<file path="src/rtl/dxt1_pkg.sv">
// ----------------------------------------------------------------------------
// dxt1 package
// shared types, constants and palette functions of the dxt1 block decoder
// ----------------------------------------------------------------------------
`default_nettype none

package dxt1_pkg;

	localparam int MAX_BLOCKS  = 1024;
	localparam int CNT_W       = $clog2(MAX_BLOCKS);
	localparam int SIZE_W      = 11;
	localparam int COORD_W     = 12;
	localparam int TEXEL_W     = 32;
	localparam int QUEUE_DEPTH = 2;
	localparam int QPTR_W      = (QUEUE_DEPTH > 1) ? $clog2(QUEUE_DEPTH) : 1;
	localparam int QCNT_W      = $clog2(QUEUE_DEPTH + 1);

	localparam logic [7:0] ALPHA_OPAQUE = 8'hff;

	typedef enum logic {
		REG_WIDTH  = 1'b0,
		REG_HEIGHT = 1'b1
	} reg_idx_t;

	typedef logic [TEXEL_W-1:0] texel_t;
	typedef texel_t [3:0] palette_t;

	typedef struct packed {
		palette_t           palette;
		logic [31:0]        index_bits;
		logic [CNT_W-1:0]   block_column;
		logic [CNT_W-1:0]   block_row;
		logic               last_block;
	} dxt1_entry_t;

	typedef struct packed {
		logic full;
		logic empty;
	} dxt1_qstat_t;

	function automatic logic [SIZE_W-1:0] clamp_size(input logic [SIZE_W-1:0] v);
		logic [SIZE_W-1:0] r;
		if (v == '0) begin
			r = SIZE_W'(1);
		end else if (v > SIZE_W'(MAX_BLOCKS)) begin
			r = SIZE_W'(MAX_BLOCKS);
		end else begin
			r = v;
		end
		return r;
	endfunction

	// floor(x / 3) for x below 768 via reciprocal multiply
	function automatic logic [7:0] div3(input logic [9:0] x);
		logic [19:0] p;
		p = 20'(x) * 20'd683;
		return p[18:11];
	endfunction

	function automatic logic [23:0] expand565(input logic [15:0] w);
		logic [4:0] r;
		logic [5:0] g;
		logic [4:0] b;
		r = w[15:11];
		g = w[10:5];
		b = w[4:0];
		return {r, r[4:2], g, g[5:4], b, b[4:2]};
	endfunction

	function automatic palette_t build_palette(input logic [15:0] w0, input logic [15:0] w1);
		logic [23:0] c0;
		logic [23:0] c1;
		logic [23:0] m2;
		logic [23:0] m3;
		palette_t    p;
		c0 = expand565(w0);
		c1 = expand565(w1);
		for (int k = 0; k < 3; k++) begin
			if (w0 > w1) begin
				m2[8*k +: 8] = div3({1'b0, c0[8*k +: 8], 1'b0} + 10'(c1[8*k +: 8]));
				m3[8*k +: 8] = div3(10'(c0[8*k +: 8]) + {1'b0, c1[8*k +: 8], 1'b0});
			end else begin
				m2[8*k +: 8] = 8'((9'(c0[8*k +: 8]) + 9'(c1[8*k +: 8])) >> 1);
				m3[8*k +: 8] = 8'h00;
			end
		end
		p[0] = {ALPHA_OPAQUE, c0};
		p[1] = {ALPHA_OPAQUE, c1};
		p[2] = {ALPHA_OPAQUE, m2};
		p[3] = (w0 > w1) ? {ALPHA_OPAQUE, m3} : '0;
		return p;
	endfunction

endpackage

`default_nettype wire

</file>
<file path="src/rtl/dxt1_front.sv">
// ----------------------------------------------------------------------------
// dxt1 front
// accepts blocks, builds the palette and walks the block counters
// ----------------------------------------------------------------------------
`default_nettype none

module dxt1_front import dxt1_pkg::*; (
	input  wire logic              clk,
	input  wire logic              arst_n,
	input  wire logic              in_valid,
	output logic                   in_stall,
	input  wire logic [15:0]       color_first,
	input  wire logic [15:0]       color_second,
	input  wire logic [31:0]       index_bits,
	input  wire logic [SIZE_W-1:0] width_blocks,
	input  wire logic [SIZE_W-1:0] height_blocks,
	input  wire dxt1_qstat_t       qstat,
	output logic                   push,
	output dxt1_entry_t            push_entry
);

	logic [CNT_W-1:0]  block_column_q;
	logic [CNT_W-1:0]  block_row_q;
	logic [SIZE_W-1:0] wb;
	logic [SIZE_W-1:0] hb;
	logic              last_col;
	logic              last_row;

	assign wb       = clamp_size(width_blocks);
	assign hb       = clamp_size(height_blocks);
	assign last_col = (SIZE_W'(block_column_q) + SIZE_W'(1)) >= wb;
	assign last_row = (SIZE_W'(block_row_q) + SIZE_W'(1)) >= hb;

	assign in_stall = qstat.full;
	assign push     = in_valid && !qstat.full;

	always_comb begin
		push_entry.palette      = build_palette(color_first, color_second);
		push_entry.index_bits   = index_bits;
		push_entry.block_column = block_column_q;
		push_entry.block_row    = block_row_q;
		push_entry.last_block   = last_col && last_row;
	end

	always_ff @(posedge clk or negedge arst_n) begin
		if (!arst_n) begin
			block_column_q <= '0;
			block_row_q    <= '0;
		end else if (push) begin
			if (last_col) begin
				block_column_q <= '0;
				block_row_q    <= last_row ? '0 : block_row_q + CNT_W'(1);
			end else begin
				block_column_q <= block_column_q + CNT_W'(1);
			end
		end
	end

endmodule

`default_nettype wire

</file>
<file path="src/rtl/dxt1_queue.sv">
// ----------------------------------------------------------------------------
// dxt1 queue
// short fifo of decoded blocks between front and back
// ----------------------------------------------------------------------------
`default_nettype none

module dxt1_queue import dxt1_pkg::*; (
	input  wire logic        clk,
	input  wire logic        arst_n,
	input  wire logic        push,
	input  wire dxt1_entry_t push_entry,
	input  wire logic        pop,
	output dxt1_entry_t      head,
	output dxt1_qstat_t      qstat
);

	dxt1_entry_t       mem_q [QUEUE_DEPTH];
	logic [QPTR_W-1:0] wr_ptr_q;
	logic [QPTR_W-1:0] rd_ptr_q;
	logic [QCNT_W-1:0] count_q;

	assign head        = mem_q[rd_ptr_q];
	assign qstat.full  = (count_q == QCNT_W'(QUEUE_DEPTH));
	assign qstat.empty = (count_q == '0);

	function automatic logic [QPTR_W-1:0] next_ptr(input logic [QPTR_W-1:0] p);
		return (p == QPTR_W'(QUEUE_DEPTH - 1)) ? '0 : p + QPTR_W'(1);
	endfunction

	always_ff @(posedge clk) begin
		if (push) begin
			mem_q[wr_ptr_q] <= push_entry;
		end
	end

	always_ff @(posedge clk or negedge arst_n) begin
		if (!arst_n) begin
			wr_ptr_q <= '0;
			rd_ptr_q <= '0;
			count_q  <= '0;
		end else begin
			if (push) begin
				wr_ptr_q <= next_ptr(wr_ptr_q);
			end
			if (pop) begin
				rd_ptr_q <= next_ptr(rd_ptr_q);
			end
			if (push && !pop) begin
				count_q <= count_q + QCNT_W'(1);
			end else if (pop && !push) begin
				count_q <= count_q - QCNT_W'(1);
			end
		end
	end

endmodule

`default_nettype wire

</file>
<file path="src/rtl/dxt1_back.sv">
// ----------------------------------------------------------------------------
// dxt1 back
// emits four pixel rows per queued block through an output register
// ----------------------------------------------------------------------------
`default_nettype none

module dxt1_back import dxt1_pkg::*; (
	input  wire logic               clk,
	input  wire logic               arst_n,
	input  wire dxt1_entry_t        head,
	input  wire dxt1_qstat_t        qstat,
	output logic                    pop,
	output logic                    out_valid,
	input  wire logic               out_stall,
	output logic [COORD_W-1:0]      pixel_x,
	output logic [COORD_W-1:0]      pixel_y,
	output logic [TEXEL_W-1:0]      texel_zero,
	output logic [TEXEL_W-1:0]      texel_one,
	output logic [TEXEL_W-1:0]      texel_two,
	output logic [TEXEL_W-1:0]      texel_three,
	output logic                    block_done,
	output logic                    image_done
);

	logic [1:0] row_q;
	logic       out_valid_q;
	logic       emit;
	logic [7:0] row_bits;
	logic       last_row;

	assign emit     = (!out_valid_q || !out_stall) && !qstat.empty;
	assign last_row = (row_q == 2'd3);
	assign pop      = emit && last_row;
	assign row_bits = head.index_bits[8*row_q +: 8];
	assign out_valid = out_valid_q;

	always_ff @(posedge clk or negedge arst_n) begin
		if (!arst_n) begin
			row_q       <= '0;
			out_valid_q <= 1'b0;
		end else if (emit) begin
			row_q       <= row_q + 2'd1;
			out_valid_q <= 1'b1;
		end else if (!out_stall) begin
			out_valid_q <= 1'b0;
		end
	end

	always_ff @(posedge clk) begin
		if (emit) begin
			pixel_x     <= {head.block_column, 2'b00};
			pixel_y     <= {head.block_row, row_q};
			texel_zero  <= head.palette[row_bits[1:0]];
			texel_one   <= head.palette[row_bits[3:2]];
			texel_two   <= head.palette[row_bits[5:4]];
			texel_three <= head.palette[row_bits[7:6]];
			block_done  <= last_row;
			image_done  <= last_row && head.last_block;
		end
	end

endmodule

`default_nettype wire

</file>
<file path="src/rtl/dxt1_block_decoder_unit.sv">
// ----------------------------------------------------------------------------
// dxt1 block decoder unit
// the first row of a block passes through the block queue and then the output register
// throughput: row emitter sends one row per cycle while a block is queued and out_stall is low, four rows per block
// the two-entry block queue lets the front accept while rows are still being sent
// reset: block counters and queue clear, sizes return to one block by one block
// ----------------------------------------------------------------------------
`default_nettype none

module dxt1_block_decoder_unit import dxt1_pkg::*; (
	input  wire logic               clk,
	input  wire logic               arst_n,
	input  wire logic               psel,
	input  wire logic               penable,
	input  wire logic               pwrite,
	input  wire logic [2:0]         paddr,
	input  wire logic [31:0]        pwdata,
	output logic [31:0]             prdata,
	output logic                    pready,
	input  wire logic               in_valid,
	output logic                    in_stall,
	input  wire logic [15:0]        color_first,
	input  wire logic [15:0]        color_second,
	input  wire logic [31:0]        index_bits,
	output logic                    out_valid,
	input  wire logic               out_stall,
	output logic [COORD_W-1:0]      pixel_x,
	output logic [COORD_W-1:0]      pixel_y,
	output logic [TEXEL_W-1:0]      texel_zero,
	output logic [TEXEL_W-1:0]      texel_one,
	output logic [TEXEL_W-1:0]      texel_two,
	output logic [TEXEL_W-1:0]      texel_three,
	output logic                    block_done,
	output logic                    image_done
);

	logic [SIZE_W-1:0] width_blocks_q;
	logic [SIZE_W-1:0] height_blocks_q;
	reg_idx_t          reg_idx;
	logic              cfg_write;
	logic              push;
	logic              pop;
	dxt1_entry_t       push_entry;
	dxt1_entry_t       head;
	dxt1_qstat_t       qstat;

	assign pready    = 1'b1;
	assign reg_idx   = reg_idx_t'(paddr[2]);
	assign cfg_write = psel && penable && pwrite && pready;

	always_ff @(posedge clk or negedge arst_n) begin
		if (!arst_n) begin
			width_blocks_q  <= SIZE_W'(1);
			height_blocks_q <= SIZE_W'(1);
		end else if (cfg_write) begin
			unique case (reg_idx)
				REG_WIDTH:  width_blocks_q  <= pwdata[SIZE_W-1:0];
				REG_HEIGHT: height_blocks_q <= pwdata[SIZE_W-1:0];
				default:    width_blocks_q  <= width_blocks_q;
			endcase
		end
	end

	always_comb begin
		unique case (reg_idx)
			REG_WIDTH:  prdata = 32'(width_blocks_q);
			REG_HEIGHT: prdata = 32'(height_blocks_q);
			default:    prdata = '0;
		endcase
	end

	dxt1_front u_front (
		.clk           (clk),
		.arst_n        (arst_n),
		.in_valid      (in_valid),
		.in_stall      (in_stall),
		.color_first   (color_first),
		.color_second  (color_second),
		.index_bits    (index_bits),
		.width_blocks  (width_blocks_q),
		.height_blocks (height_blocks_q),
		.qstat         (qstat),
		.push          (push),
		.push_entry    (push_entry)
	);

	dxt1_queue u_queue (
		.clk        (clk),
		.arst_n     (arst_n),
		.push       (push),
		.push_entry (push_entry),
		.pop        (pop),
		.head       (head),
		.qstat      (qstat)
	);

	dxt1_back u_back (
		.clk         (clk),
		.arst_n      (arst_n),
		.head        (head),
		.qstat       (qstat),
		.pop         (pop),
		.out_valid   (out_valid),
		.out_stall   (out_stall),
		.pixel_x     (pixel_x),
		.pixel_y     (pixel_y),
		.texel_zero  (texel_zero),
		.texel_one   (texel_one),
		.texel_two   (texel_two),
		.texel_three (texel_three),
		.block_done  (block_done),
		.image_done  (image_done)
	);

endmodule

`default_nettype wire

</file>
<file path="config.mk">
export PLATFORM = sky130hd
export DESIGN_NAME = dxt1_block_decoder_unit
export DESIGN_NICKNAME = d
export VERILOG_FILES = /design/src/rtl/dxt1_pkg.sv /design/src/rtl/dxt1_front.sv /design/src/rtl/dxt1_queue.sv /design/src/rtl/dxt1_back.sv /design/src/rtl/dxt1_block_decoder_unit.sv
export SDC_FILE = /design/constraint.sdc
export NUM_CORES = 1
export LEC_CHECK = 0
export BUFFER_PORTS_ARGS = -buffer_cell sky130_fd_sc_hd__buf_2
export CORE_MARGIN = 2
export CORE_UTILIZATION = 30
export CTS_BUF_LIST = sky130_fd_sc_hd__clkbuf_8 sky130_fd_sc_hd__clkbuf_16
export CTS_CLUSTER_SIZE = 24
export DETAILED_ROUTE_END_ITERATION = 12
export PLACE_DENSITY_LB_ADDON = 0.05
export SLEW_MARGIN = 5
export SYNTH_ARGS = -nofsm -noshare
export SYNTH_HDL_FRONTEND = slang
export SYNTH_SLANG_ARGS = --single-unit
export TNS_END_PERCENT = 100
</file>
<file path="constraint.sdc">
create_clock -name clk -period 14.3 [get_ports clk]
set_input_delay 2.145 -clock clk [delete_from_list [all_inputs] [get_ports clk]]
set_output_delay 2.145 -clock clk [all_outputs]
set_load 0.1 [all_outputs]
</file>
==> results.txt <==
synthesized area: 32400 um2
min Tclk post-route: 8.31 ns
hold path depth: 1
fmax: 120 MHz
# setup viols final: 0
Seq/Total Area, Yosys: 40.2%
pin count of the biggest net entering global routing: 80
fin crit share: 58.1%
Startpoint Class: primary input
TritonRoute pass-1 iters: 6
Top FF cell, synth: edfxtp_1
Worst-Margin Slew: 1.13 ns
Clock Path Buffers: 3
H-Tree Depth: 2
Avg WL per Cell: 20.3 um
vias per cell: 4.85
CP max FO: 9
syn_area_per_cell: 11.0 um2
Max Cap Violations: 0
Synth top area share: 36.4%
GR Overflow Total: 0
cell count of the worst reg-to-reg path: 6
Starting Density: 30.2%
Post-synth ARST share: 11.1%
# fillers: 10800
Core ar.: 107000 um2
Die X: 332 um
initial antenna violation count: 4
Arrival @ worst endpoint: 8.64 ns
GRT Util Overall: 16.8%
status: finished, final reports clean
Site Rows: 120
post_cts resized: 0
vias: 22300
r2r setup slk: 10.46 ns
Yosys warning count: 0
ANT nets after route: 0
Boundary Pins: 295
setup_tns: 0 ns
RSZ-0062 raised after global routing: no
share of cells above drive strength 1: 14.9%
Clock Sinks: 441
Area contributors post-synth: edfxtp_1 36%, ha_1 17%, fa_1 7.7%
vias in the first global route: 22800
CTS Buf Count: 51
clock-pin transition on the worst setup and hold timing paths: 0.07 ns
Post-synth EDFFs: 392
Syn-to-layout area delta: 13.0%
Synth area leader: edfxtp_1
Port Buffer Count: 247
clk_skew: 0.0275 ns
max-slew headroom at the worst pin: 24.3%
Hold Crit Class: register to register
FF/Latch Area: 13000 um2
area of the multi-input gates: 17600 um2
global-route wire length before repair: 142000 um
DRT iter0 DRCs: 1315
RD Place Congestion: 0.831
cts hold-fix bufs: 0
DR DRC count: 0
#FFs+latches synth: 441
die area: 110000 um2
total wire length: 93300 um
DP HPWL: 70400 um
clock root buffer: clkbuf_16
post-CTS setup buffer count: 0
CTS tree: yes
Final Hold Violating Endpoints: 0
Mapped Cells: 2949
data required time of the critical path: 14.63 ns
critical setup path kind: primary input to register
Max Slew Vio Count: 0
chip height: 332 um
# nets final: 3810
CP endpoint kind: register
clk_lat worst skew: 0.60 ns
Unique masters post-synth: 66
## cells in the final DEF, fill, tap and decap left out, types with 39 or more instances in the layout
cell and count:
ha_1 429, edfxtp_1 392, inv_1 313, nand2_1 279, buf_2 247, a21oi_1 214
o21ai_0 172, fa_1 125, nor2_1 115, xnor2_1 104, mux2_2 92, xor2_1 66
mux2i_1 59, clkbuf_16 53, nand3_1 49, dfrtp_1 46, a21o_1 43, o211ai_1 39
## registers in the layout (all words and copies together), names as in the netlist
| signal | flops |
|---|---|
| height_blocks_q | 11 |
| u_back.block_done | 1 |
| u_back.image_done | 1 |
| u_back.out_valid | 1 |
| u_back.pixel_x | 10 |
| u_back.pixel_y | 12 |
| u_back.row_q | 2 |
| u_back.texel_one | 25 |
| u_back.texel_three | 25 |
| u_back.texel_two | 25 |
| u_back.texel_zero | 25 |
| u_front.block_column_q | 10 |
| u_front.block_row_q | 10 |
| u_queue.count_q | 2 |
| u_queue.mem_q | 268 |
| u_queue.rd_ptr_q | 1 |
| u_queue.wr_ptr_q | 1 |
| width_blocks_q | 11 |
## kinds of logic after synthesis
family | synth area share, %
DFF | 40.2
adders and majority gates | 24.3
buffers and inverters | 6.00
xor gates and xnor gates | 4.67
and+or+nand+nor | 7.79
muxes | 6.30
other | 0.0232
AOI/OAI and AO/OA | 10.7
## area by class of cell
class	instances	area share, %
clock inverter	40	0.883
inverter	309	3.17
clock buffer	54	3.66
tap	1403	4.80
antenna	4	0.0274
timing repair buffer	268	3.81
multi-input combinational	2079	48.1
sequential	441	35.6
## metrics by stage
stage                     worst slack (ns)  instances  utilization, %  hold WS [ns]  instance area (um2)
after floorplan                       4.44       2971               -         0.445                32400
after global placement                5.39       4500            32.6         0.479                34900
after detailed placement              5.35       4500            32.6         0.484                34900
after CTS                             5.99       4594            34.1         0.494                36600
after global routing                  5.61       4594            34.1         0.511                36600
final                                 5.99       4598            34.2         0.493                36600
## Yosys cell counts (5+ instances only)
cell type,n
a211oi_1,8
a21o_1,43
a21oi_1,215
a22o_1,10
a31oi_1,20
and2_1,17
and3_1,13
buf_1,13
buf_2,25
buf_4,56
clkbuf_1,47
dfrtp_1,47
edfxtp_1,392
fa_1,125
ha_1,429
inv_1,307
mux2_2,92
mux2i_1,64
mux4_2,16
nand2_1,279
nand2b_1,22
nand3_1,49
nand4_1,10
nor2_1,116
nor2b_1,18
nor3_1,16
nor4_1,12
o2111ai_1,5
o211ai_1,39
o21a_1,10
o21ai_0,172
o21bai_1,23
o22ai_1,10
o31ai_1,7
xnor2_1,104
xor2_1,66
## path summary, 6_finish.rpt
path | startpoint | to
worst min register to register | u_queue.count_q[1]$_DFFE_PN0P_ | u_queue.count_q[1]$_DFFE_PN0P_
max in group asynchronous | arst_n | u_queue.rd_ptr_q$_DFFE_PN0P_
worst max register to register | u_queue.rd_ptr_q$_DFFE_PN0P_ | u_back.texel_one[17]$_DFFE_PP_
min in group asynchronous | arst_n | height_blocks_q[1]$_DFFE_PN0P_
worst min-delay path | u_queue.count_q[1]$_DFFE_PN0P_ | u_queue.count_q[1]$_DFFE_PN0P_
worst max-delay path | color_first[2] | u_queue.mem_q[1][105]$_DFFE_PP_
## metal layers
layer	vias up	track usage (%)	wire length, um	share of wire, %
met5	-	0	0	0
met4	0	3.48	1530	1.6
met3	95	2.28	3790	4.1
met2	505	26.0	40800	44
met1	10900	24.8	47200	51
li1	10800	-	-	-
## worst max-delay path, cell delays in order
cell and delay, ns:
buf_2 0.19, ha_1 0.30, fa_1 0.54, a21oi_1 0.24, o21ai_0 0.20, o21a_1 0.21, nor2_1 0.11, xor2_1 0.31
inv_1 0.17, ha_1 0.34, ha_1 0.29, inv_1 0.05, fa_1 0.53, inv_1 0.05, fa_1 0.49, inv_1 0.05
fa_1 0.53, inv_1 0.04, ha_1 0.32, a21oi_1 0.15, nor2b_1 0.07, nor4_1 0.34, o211ai_1 0.24, xor2_1 0.19
nor2_1 0.06, a21oi_1 0.46
Power is not shown: default switching activity piles up to over one toggle a cycle in this logic, so the estimate is an artifact.
